### src/ibms_pkg.sv
`timescale 1ns / 1ps
`default_nettype none
// ----------------------------------------------------------------------------
// I2C bus master sequencer package
// Shared types and constants: command codes, sequence phases, divider sizes.
// ----------------------------------------------------------------------------
package ibms_pkg;

    localparam int DIVIDER_WIDTH = 8;
    localparam int HPT_WIDTH     = 8;
    localparam int CMP_WIDTH     =
        ((DIVIDER_WIDTH > HPT_WIDTH) ? DIVIDER_WIDTH : HPT_WIDTH) + 1;
    localparam logic [CMP_WIDTH-1:0] DIV_MAX =
        CMP_WIDTH'((1 << DIVIDER_WIDTH) - 1);
    localparam logic [HPT_WIDTH-1:0] HPT_RESET = HPT_WIDTH'(10);
    localparam logic [3:0] BITS_PER_BYTE = 4'd8;

    typedef enum logic [2:0] {
        CMD_TICK  = 3'd0,
        CMD_START = 3'd1,
        CMD_STOP  = 3'd2,
        CMD_WRITE = 3'd3,
        CMD_READ  = 3'd4
    } command_t;

    typedef enum logic [3:0] {
        PH_IDLE    = 4'd0,
        PH_START_A = 4'd1,
        PH_START_B = 4'd2,
        PH_START_C = 4'd3,
        PH_STOP_A  = 4'd4,
        PH_STOP_B  = 4'd5,
        PH_STOP_C  = 4'd6,
        PH_WR_LOW  = 4'd7,
        PH_WR_HIGH = 4'd8,
        PH_WA_LOW  = 4'd9,
        PH_WA_HIGH = 4'd10,
        PH_RD_LOW  = 4'd11,
        PH_RD_HIGH = 4'd12,
        PH_RA_LOW  = 4'd13,
        PH_RA_HIGH = 4'd14
    } phase_t;

endpackage : ibms_pkg
`default_nettype wire

### src/i2c_bus_master_sequencer.sv
`timescale 1ns / 1ps
`default_nettype none
// An accepted s_ word passes the input register, then the result register.
// One word per clock cycle unless the result stalls; the input register can take one.
// Each word is one pass through the phase logic between the input and result registers.
// Reset (aresetn low, synchronous) idles the sequencer, releases both lines and
// restores the half period to ten ticks; both register stages are emptied.
// ----------------------------------------------------------------------------
// I2C bus master sequencer
// Single-master I2C sequencer with push-pull SCL and no clock stretching.
// ----------------------------------------------------------------------------
module i2c_bus_master_sequencer (
    input  wire logic       aclk,
    input  wire logic       aresetn,
    // half period configuration
    input  wire logic       cfg_valid,
    output logic            cfg_ready,
    input  wire logic [7:0] cfg_data,
    // command words
    input  wire logic       s_valid,
    output logic            s_ready,
    input  wire logic [2:0] s_command,
    input  wire logic [7:0] s_data_byte,
    input  wire logic       s_send_ack,
    input  wire logic       s_sda_level,
    input  wire logic       s_tick,
    // result words
    output logic            m_valid,
    input  wire logic       m_ready,
    output logic            m_scl_level,
    output logic            m_sda_released,
    output logic            m_busy_res,
    output logic            m_done_res,
    output logic [7:0]      m_received_byte,
    output logic            m_ack_seen,
    output logic            m_rejected
);

    // The configuration register is always writable; software must write it only while the
    // sequencer is idle, and the block itself does not enforce this.
    logic [ibms_pkg::HPT_WIDTH-1:0] hpt_reg;

    // Input register stage.
    logic       in_valid_reg;
    logic [2:0] cmd_reg;
    logic [7:0] data_reg;
    logic       send_ack_reg;
    logic       sda_in_reg;
    logic       tick_reg;

    // Sequencer state.
    ibms_pkg::phase_t                  phase_reg, phase_next;
    logic [3:0]                        bit_cnt_reg, bit_cnt_next;
    logic [7:0]                        shift_reg, shift_next;
    logic [ibms_pkg::DIVIDER_WIDTH-1:0] div_cnt_reg, div_cnt_next;
    logic                              scl_reg, scl_next;
    logic                              sda_reg, sda_next;
    logic                              ack_reg, ack_next;
    logic                              ack_to_send_reg, ack_to_send_next;
    logic [7:0]                        read_byte_reg, read_byte_next;

    // Result register stage.
    logic m_valid_reg;
    logic m_done_reg, m_done_next;
    logic m_rejected_reg, m_rejected_next;

    logic                              advance;
    logic                              is_cmd;
    logic [ibms_pkg::CMP_WIDTH-1:0]    div_inc;
    logic                              half_end;

    // A word moves from the input register to the result register whenever
    // the result register is empty or being emptied in the same cycle.
    assign advance   = in_valid_reg && (!m_valid_reg || m_ready);
    assign s_ready   = !in_valid_reg || advance;
    assign cfg_ready = 1'b1;

    assign is_cmd = cmd_reg inside {[ibms_pkg::CMD_START : ibms_pkg::CMD_READ]};

    // Half period divider: the increment is compared with the register and
    // with the divider's own maximum, so a zero register behaves like one.
    assign div_inc  = ibms_pkg::CMP_WIDTH'(div_cnt_reg) + ibms_pkg::CMP_WIDTH'(1);
    assign half_end = (div_inc >= ibms_pkg::CMP_WIDTH'(hpt_reg)) ||
                      (div_inc >= ibms_pkg::DIV_MAX);

    always_ff @(posedge aclk) begin
        if (!aresetn) begin
            hpt_reg <= ibms_pkg::HPT_RESET;
        end else if (cfg_valid && cfg_ready) begin
            hpt_reg <= cfg_data;
        end
    end

    always_ff @(posedge aclk) begin
        if (!aresetn) begin
            in_valid_reg <= 1'b0;
        end else if (s_ready) begin
            in_valid_reg <= s_valid;
        end
    end

    always_ff @(posedge aclk) begin
        if (s_ready && s_valid) begin
            cmd_reg      <= s_command;
            data_reg     <= s_data_byte;
            send_ack_reg <= s_send_ack;
            sda_in_reg   <= s_sda_level;
            tick_reg     <= s_tick;
        end
    end

    // Next state of the sequencer for the word held in the input register.
    always_comb begin
        phase_next       = phase_reg;
        bit_cnt_next     = bit_cnt_reg;
        shift_next       = shift_reg;
        div_cnt_next     = div_cnt_reg;
        scl_next         = scl_reg;
        sda_next         = sda_reg;
        ack_next         = ack_reg;
        ack_to_send_next = ack_to_send_reg;
        read_byte_next   = read_byte_reg;
        m_done_next      = 1'b0;
        m_rejected_next  = 1'b0;

        if (phase_reg != ibms_pkg::PH_IDLE) begin
            m_rejected_next = is_cmd;
            if (tick_reg) begin
                if (half_end) begin
                    div_cnt_next = '0;
                    case (phase_reg)
                        ibms_pkg::PH_START_A: begin
                            scl_next   = 1'b1;
                            phase_next = ibms_pkg::PH_START_B;
                        end
                        ibms_pkg::PH_START_B: begin
                            sda_next   = 1'b0;
                            phase_next = ibms_pkg::PH_START_C;
                        end
                        ibms_pkg::PH_START_C: begin
                            scl_next    = 1'b0;
                            phase_next  = ibms_pkg::PH_IDLE;
                            m_done_next = 1'b1;
                        end
                        ibms_pkg::PH_STOP_A: begin
                            scl_next   = 1'b1;
                            phase_next = ibms_pkg::PH_STOP_B;
                        end
                        ibms_pkg::PH_STOP_B: begin
                            sda_next   = 1'b1;
                            phase_next = ibms_pkg::PH_STOP_C;
                        end
                        ibms_pkg::PH_WR_LOW: begin
                            scl_next   = 1'b1;
                            phase_next = ibms_pkg::PH_WR_HIGH;
                        end
                        ibms_pkg::PH_WR_HIGH: begin
                            scl_next = 1'b0;
                            if (bit_cnt_reg != 4'd0) begin
                                // Next data bit goes out on the falling edge.
                                sda_next     = shift_reg[7];
                                shift_next   = {shift_reg[6:0], 1'b0};
                                bit_cnt_next = bit_cnt_reg - 4'd1;
                                phase_next   = ibms_pkg::PH_WR_LOW;
                            end else begin
                                sda_next   = 1'b1;
                                phase_next = ibms_pkg::PH_WA_LOW;
                            end
                        end
                        ibms_pkg::PH_WA_LOW: begin
                            scl_next   = 1'b1;
                            phase_next = ibms_pkg::PH_WA_HIGH;
                        end
                        ibms_pkg::PH_WA_HIGH: begin
                            ack_next    = sda_in_reg;
                            scl_next    = 1'b0;
                            phase_next  = ibms_pkg::PH_IDLE;
                            m_done_next = 1'b1;
                        end
                        ibms_pkg::PH_RD_LOW: begin
                            scl_next   = 1'b1;
                            phase_next = ibms_pkg::PH_RD_HIGH;
                        end
                        ibms_pkg::PH_RD_HIGH: begin
                            shift_next   = {shift_reg[6:0], sda_in_reg};
                            scl_next     = 1'b0;
                            bit_cnt_next = bit_cnt_reg - 4'd1;
                            if (bit_cnt_reg != 4'd1) begin
                                phase_next = ibms_pkg::PH_RD_LOW;
                            end else begin
                                read_byte_next = {shift_reg[6:0], sda_in_reg};
                                sda_next       = !ack_to_send_reg;
                                phase_next     = ibms_pkg::PH_RA_LOW;
                            end
                        end
                        ibms_pkg::PH_RA_LOW: begin
                            scl_next   = 1'b1;
                            phase_next = ibms_pkg::PH_RA_HIGH;
                        end
                        ibms_pkg::PH_RA_HIGH: begin
                            scl_next    = 1'b0;
                            phase_next  = ibms_pkg::PH_IDLE;
                            m_done_next = 1'b1;
                        end
                        default: begin
                            // Stop's last half period simply ends the sequence.
                            phase_next  = ibms_pkg::PH_IDLE;
                            m_done_next = 1'b1;
                        end
                    endcase
                end else begin
                    div_cnt_next = div_inc[ibms_pkg::DIVIDER_WIDTH-1:0];
                end
            end
        end else if (is_cmd) begin
            div_cnt_next = '0;
            case (cmd_reg)
                ibms_pkg::CMD_START: begin
                    sda_next   = 1'b1;
                    phase_next = ibms_pkg::PH_START_A;
                end
                ibms_pkg::CMD_STOP: begin
                    sda_next   = 1'b0;
                    phase_next = ibms_pkg::PH_STOP_A;
                end
                ibms_pkg::CMD_WRITE: begin
                    // The first bit goes out at once, MSB first.
                    sda_next     = data_reg[7];
                    shift_next   = {data_reg[6:0], 1'b0};
                    bit_cnt_next = ibms_pkg::BITS_PER_BYTE - 4'd1;
                    phase_next   = ibms_pkg::PH_WR_LOW;
                end
                default: begin
                    sda_next         = 1'b1;
                    shift_next       = '0;
                    bit_cnt_next     = ibms_pkg::BITS_PER_BYTE;
                    ack_to_send_next = send_ack_reg;
                    phase_next       = ibms_pkg::PH_RD_LOW;
                end
            endcase
        end
    end

    always_ff @(posedge aclk) begin
        if (!aresetn) begin
            phase_reg       <= ibms_pkg::PH_IDLE;
            bit_cnt_reg     <= '0;
            shift_reg       <= '0;
            div_cnt_reg     <= '0;
            scl_reg         <= 1'b1;
            sda_reg         <= 1'b1;
            ack_reg         <= 1'b0;
            ack_to_send_reg <= 1'b0;
            read_byte_reg   <= '0;
        end else if (advance) begin
            phase_reg       <= phase_next;
            bit_cnt_reg     <= bit_cnt_next;
            shift_reg       <= shift_next;
            div_cnt_reg     <= div_cnt_next;
            scl_reg         <= scl_next;
            sda_reg         <= sda_next;
            ack_reg         <= ack_next;
            ack_to_send_reg <= ack_to_send_next;
            read_byte_reg   <= read_byte_next;
        end
    end

    always_ff @(posedge aclk) begin
        if (!aresetn) begin
            m_valid_reg <= 1'b0;
        end else if (advance) begin
            m_valid_reg <= 1'b1;
        end else if (m_ready) begin
            m_valid_reg <= 1'b0;
        end
    end

    always_ff @(posedge aclk) begin
        if (advance) begin
            m_done_reg     <= m_done_next;
            m_rejected_reg <= m_rejected_next;
        end
    end

    // Line levels, busy and captured bytes follow the state registers, which
    // only change when a word enters the result register.
    assign m_valid         = m_valid_reg;
    assign m_scl_level     = scl_reg;
    assign m_sda_released  = sda_reg;
    assign m_busy_res      = (phase_reg != ibms_pkg::PH_IDLE);
    assign m_done_res      = m_done_reg;
    assign m_received_byte = read_byte_reg;
    assign m_ack_seen      = ack_reg;
    assign m_rejected      = m_rejected_reg;

    // An accepted command from idle always starts a sequence.
    assert property (@(posedge aclk) disable iff (!aresetn)
        advance && (phase_reg == ibms_pkg::PH_IDLE) && is_cmd
        |=> phase_reg != ibms_pkg::PH_IDLE)
        else $error("command from idle did not start a sequence");

    // A finished sequence leaves the block idle in the same result.
    assert property (@(posedge aclk) disable iff (!aresetn)
        m_valid_reg && m_done_reg |-> !m_busy_res)
        else $error("done reported while still busy");

    // The divider never rests at its saturation value.
    assert property (@(posedge aclk) disable iff (!aresetn)
        ibms_pkg::CMP_WIDTH'(div_cnt_reg) < ibms_pkg::DIV_MAX)
        else $error("divider count saturated");

    // Rejection is only ever reported while a sequence was running.
    assert property (@(posedge aclk) disable iff (!aresetn)
        advance && (phase_reg == ibms_pkg::PH_IDLE) |=> !m_rejected_reg)
        else $error("command rejected while idle");

endmodule : i2c_bus_master_sequencer
`default_nettype wire

### config.mk
export PLATFORM = sky130hd
export DESIGN_NAME = i2c_bus_master_sequencer
export DESIGN_NICKNAME = d
export VERILOG_FILES = /design/src/ibms_pkg.sv /design/src/i2c_bus_master_sequencer.sv
export SDC_FILE = /design/constraint.sdc
export NUM_CORES = 1
export LEC_CHECK = 0
export BUFFER_PORTS_ARGS = -buffer_cell sky130_fd_sc_hd__buf_2
export CAP_MARGIN = 20
export CORE_ASPECT_RATIO = 2
export CORE_MARGIN = 2
export CORE_UTILIZATION = 46
export DETAILED_ROUTE_END_ITERATION = 16
export GPL_TIMING_DRIVEN = 0
export PLACE_DENSITY_LB_ADDON = 0.05
export RECOVER_POWER = 100
export SYNTH_ARGS = -nofsm -noshare
export SYNTH_HDL_FRONTEND = slang
export SYNTH_SLANG_ARGS = --single-unit
### constraint.sdc
create_clock -name aclk -period 5 [get_ports aclk]
set_input_delay 0.75 -clock aclk [delete_from_list [all_inputs] [get_ports aclk]]
set_output_delay 0.75 -clock aclk [all_outputs]
set_load 0.1 [all_outputs]
=== Word-level counts from Yosys, hierarchy flattened ===
Index checks and enable logic that the tools add are counted.

* Output and inout port bits: 17
* Logic and storage cells: 118
* Bits in registers: 62

* $lt $le $gt $ge: 4
* Add/subtract/negate cells: 2
* Reduce and logical (&&, ||, !) cells: 28
* Equal/unequal tests: 24
* Bitwise logic cells: 3
* Mux-type cells: 38

{| class="wikitable"
|+ Operator list
! cell !! count
|-
| $mux W8 || 9
|-
| $mux W4 || 10
|-
| $pmux W4 S10 || 1
|-
| $pmux W8 S2 || 2
|-
| $eq A4 B4 Y1 const B || 7
|-
| $pmux W4 S2 || 2
|-
| $eq A4 B3 Y1 const B || 3
|-
| $pmux W4 S3 || 1
|-
| $reduce_and A6 Y1 || 2
|-
| $reduce_and A5 Y1 || 2
|-
| $reduce_or A10 Y1 || 1
|-
| $add A8 B1 Y9 const B || 1
|-
| $ge A9 B8 Y1 || 1
|-
| $ge A9 B8 Y1 const B || 1
|-
| $mux W1 || 9
|-
| $eq A4 B2 Y1 const B || 2
|-
| $reduce_and A4 Y1 || 2
|-
| $reduce_bool A4 Y1 || 2
|-
| $reduce_and A7 Y1 || 1
|-
| $eq A3 B2 Y1 const B || 2
|-
| $ne A2 B1 Y1 const B || 3
|-
| $ne A3 B3 Y1 const B || 2
|-
| $reduce_and A3 Y1 || 2
|-
| $reduce_bool A2 Y1 || 3
|-
| 19 further kinds || 28
|}

=== Logic depth before layout (Yosys ltp) ===
* Depth in word-level cells: 6
* Depth in mapped cells: 13

=== Worst setup path before layout ===
No wires, ideal clock.

* Path kind: reg2reg
* Start point: register div_cnt_reg[2] (netlist bit)
* End point: register div_cnt_reg[3] (netlist bit)
* Data arrival time: 2.834 ns
* Setup slack: 2.091 ns
* Required time: 4.925 ns
* Stages on the path, launching flop included: 14
* Library setup time: 0.075 ns
* Path buffers: 2
* Path through: dfxtp_1 -> clkbuf_1 -> nand3_1 -> nor2_1 -> nand3_1 -> xnor2_1 -> ha_1 -> nand3_1 -> o21bai_1 -> a311o_1 -> a211oi_2 -> buf_2 -> nand3_1 -> a31oi_1

* Cells in the longest elaborated chain, start to end: 6
* Elaborated cells between the ends (all ways): 7
* Classes of those cells: add/sub (1); order compare (2); mux (3); reduce/logical (1)

{| class="wikitable"
|+ Ends and longest elaborated chain
! element !! line !! source
|-
| from (decl) || i2c_bus_master_sequencer.sv:55 || <nowiki>logic [ibms_pkg::DIVIDER_WIDTH-1:0] div_cnt_reg, div_cnt_next;</nowiki>
|-
| from (signal assigned) || i2c_bus_master_sequencer.sv:259 || <nowiki>div_cnt_reg <= div_cnt_next;</nowiki>
|-
| $add A8 B1 Y9 (*) || i2c_bus_master_sequencer.sv:82 || <nowiki>assign div_inc = ibms_pkg::CMP_WIDTH'(div_cnt_reg) + ibms_pkg::CMP_WIDTH'(1);</nowiki>
|-
| $ge A9 B8 Y1, on equally long branches || i2c_bus_master_sequencer.sv:83, i2c_bus_master_sequencer.sv:84 ||
|-
| $logic_or A1 B1 Y1 || i2c_bus_master_sequencer.sv:83 || <nowiki>assign half_end = (div_inc >= ibms_pkg::CMP_WIDTH'(hpt_reg)) ||</nowiki>
|-
| $mux W8 (*) || i2c_bus_master_sequencer.sv:129 || <nowiki>if (half_end) begin</nowiki>
|-
| $mux W8 (*) || i2c_bus_master_sequencer.sv:128 || <nowiki>if (tick_reg) begin</nowiki>
|-
| $mux W8 (*) || i2c_bus_master_sequencer.sv:126 || <nowiki>if (phase_reg != ibms_pkg::PH_IDLE) begin</nowiki>
|}

Mark *: on every way between the ends. The rest lies on a longest branch, timed or not. The select of a mux whose other input is x is not followed.
A chain may end at the register's enable or synchronous reset.

=== Worst setup path after layout ===
* Start point: register div_cnt_reg[0] (netlist bit)
* End point: register div_cnt_reg[6] (netlist bit)

Same word-level chain as after synthesis.

==> out/metrics.cfg <==
[outcome]
status=finished clean

[floorplan]
num_rows=44
initial_utilization_pct=47.5
core_um2=7210
ios=44
chipHeight_um=126
die_area_um2=8190
die_x_um=65

[critical_path]
path_depth=12
r2r_end=div_cnt_reg[6]$_SDFFE_PN0P_
path_buf_inv=1
crit_arrival_ns=4.35
cp.required_ns=5.26
worstPathCellList=ha_1 > nand3_1 > nor2_1 > xor2_1 > ha_1 > nand3_1 > o21bai_1 > a311o_1 > a211oi_1 > buf_2 > o211ai_1 > a21oi_1
reg2reg_slack_ns=0.90
critPathKind=register to register
critPathMaxFanout=10
end_kind=register
slowest_stage=a211oi_1
cp_top_family=compound AO/OA/AOI/OAI gates
start_kind=register
reg2reg_depth=12
rr_startpoint=div_cnt_reg[0]$_SDFFE_PN0P_
slowest_delay_ns=0.88

[global_route]
antenna_found_initial=0
grt_pass1_vias=3081
grt_overflow=0
grt_pass1_wl_mm=15.1
grtUsageTotal_pct=24.3
grt_max_degree=15

[detailed_routing]
avgRoutedWirePerCell_um=17.2
viasPerCell=5.64
dr.pass1.iters=5
dr_total_vias=3061
drc_errors=0
drt_iter0_markers=178
wl_mm=9.33
route.antenna.remaining_nets=0

[layout]
final_cell_mix=dfxtp_1, nand2_1, clkbuf_1
stdcell_count=543
final_common_cell=dfxtp_1
antenna_cells=0
fill_cells=709
seq_area_um2=1400
area_growth_pct=19.0
multiInputGateArea_um2=1790
drive_gt1_share_pct=13.1
nNetsFinal=486

[synth]
yosys_warnings=0
synth_area_um2=3420
synthArstFlopShare_pct=0
synthFlopType=dfxtp_1
syn_nets=435
synth-edff-count=16
synth_seq_cells=62
avgSynthCellArea_um2=8.67
yosysSeqAreaShare_pct=40.9
syn_inst=395
synth_cell_types=59

[sta]
fin_crit_sh_pct=81.9
fmax_ghz=0.244
hold_violations=0
tightest_slew_ns=1.18
setup_violations=0
skew_ns=0.00509
fin_setup_tns_ns=0
drv_slew=0
slew_headroom_pct=21.5
timing.hold.ws_ns=0.461
rsz0062_at_grt=no
post-route-min-period_ns=4.10

[clock_network]
htreeDepth=3
cts.sinks=62
cts_root_buffer=clkbuf_16
cts.repair.resized=0
clkLatencyLatePin_ns=0.33
cts_setup_buffers=0
cts_inserted_buffers=9
clkTransAtPathRegs_ns=0.06
cts_buffer_depth=2
cts_tree=yes
hold_buffers=0

[placed_design]
numPortBuffers=40
placedCellCount=527
hpwlAfterDp_mm=7.03
routabilityCongestion=0.936

[worst_hold_path]
min_from=shift_reg[7]$_SDFFE_PN0P_
hold_path.class=register to register
hold_depth=2
min_to=shift_reg[7]$_SDFFE_PN0P_

[power_and_ir_drop]
finalPower_mw=1.58
vdd_drop_max_mv=0.317
powerDensity_nw_per_um2=389
total_leakage_power_nw=1.62

[flow_run]
maxCapViolCount=0

cells in the mapped netlist (2+ instances only):
library cell | count | area [um^2]
nand3b_1 | 2 | 15.0
a211oi_1 | 4 | 30.0
dfxtp_1 | 46 | 921
nand4_1 | 6 | 37.5
nand2b_1 | 3 | 18.8
and2_1 | 4 | 25.0
nand3_1 | 18 | 90.1
nand2_1 | 44 | 165
o221a_2 | 2 | 22.5
nor4_1 | 5 | 31.3
a31oi_1 | 7 | 43.8
mux2i_1 | 21 | 210
a21oi_1 | 28 | 140
o211ai_1 | 9 | 67.6
xnor2_1 | 5 | 43.8
o31ai_1 | 2 | 15.0
or3_1 | 2 | 12.5
o21ai_1 | 7 | 35.0
buf_1 | 2 | 7.51
buf_2 | 8 | 40.0
o21ai_0 | 12 | 60.1
edfxtp_1 | 16 | 480
nor2_1 | 30 | 113
ha_1 | 13 | 163
nand3_2 | 2 | 20.0
nor2b_1 | 6 | 37.5
inv_2 | 3 | 11.3
and3_1 | 3 | 18.8
buf_6 | 2 | 22.5
inv_1 | 17 | 63.8
a22o_1 | 7 | 61.3
clkbuf_1 | 18 | 67.6
nor3b_1 | 3 | 22.5
nor3_1 | 9 | 45.0
a21boi_0 | 2 | 15.0
xor2_1 | 4 | 35.0
cell type report:
type                            count  share of cell area (%)
Timing Repair Buffer               40                    4.42
Sequential cell                    62                    34.4
Clock buffer                        9                    5.53
Buffer                             31                    3.53
Clock inverter                      7                    3.53
Multi-Input combinational cell    282                    43.9
Tap cell                           92                    2.83
Inverter                           20                    1.84
tightest hold or removal path, delay by kind of cell (launching register included):
kind             cells  cell delay [ns]
DFF                  1             0.31
muxes                1             0.05
and+or+nand+nor      1             0.05
power breakdown:
part	switching, mW	internal [mW]
logic	0.188	0.0783
clock network	0.231	0.540
registers	0.0116	0.536
worst max path at each step:
stage	start	to	slack, ns
after floorplan	div_cnt_reg[2]$_SDFFE_PN0P_	div_cnt_reg[3]$_SDFFE_PN0P_	2.09
after global placement	div_cnt_reg[0]$_SDFFE_PN0P_	div_cnt_reg[6]$_SDFFE_PN0P_	1.42
after detailed placement	div_cnt_reg[0]$_SDFFE_PN0P_	div_cnt_reg[6]$_SDFFE_PN0P_	1.34
after CTS	div_cnt_reg[0]$_SDFFE_PN0P_	div_cnt_reg[6]$_SDFFE_PN0P_	1.34
after global routing	div_cnt_reg[0]$_SDFFE_PN0P_	m_received_byte[7]$_SDFFE_PN0P_	0.65
final	div_cnt_reg[0]$_SDFFE_PN0P_	div_cnt_reg[6]$_SDFFE_PN0P_	0.90
stage by stage:
stage | cell area [um^2] | util (%) | worst slack [ns]
final | 4070 | 56.5 | 0.903
after global routing | 4070 | 56.5 | 0.653
after CTS | 4110 | 57.0 | 1.34
after detailed placement | 3740 | 51.8 | 1.34
after global placement | 3740 | 51.8 | 1.42
after floorplan | 3420 | - | 2.09
kinds of logic (layout without fill, tap and decap cells):
logic type,count (synthesis),in the layout,share of synthesized area [%]
xor+xnor,9,9,2.30
simple gates,144,144,21.3
other cells,1,1,0.110
fa+ha+maj,13,13,4.75
compound gates,94,94,18.0
buf+inv,51,107,6.43
flops,62,62,40.9
mux,21,21,6.14
metal layers:
layer  track usage (%)  vias up  share of wire, %
met5                 0        -                 0
met4              11.6        0               2.3
met3              5.18       16               3.8
met2              46.1       74                57
met1              23.8     1458                37
li1                  -     1513                 -
(Power assumes the default switching activity.)
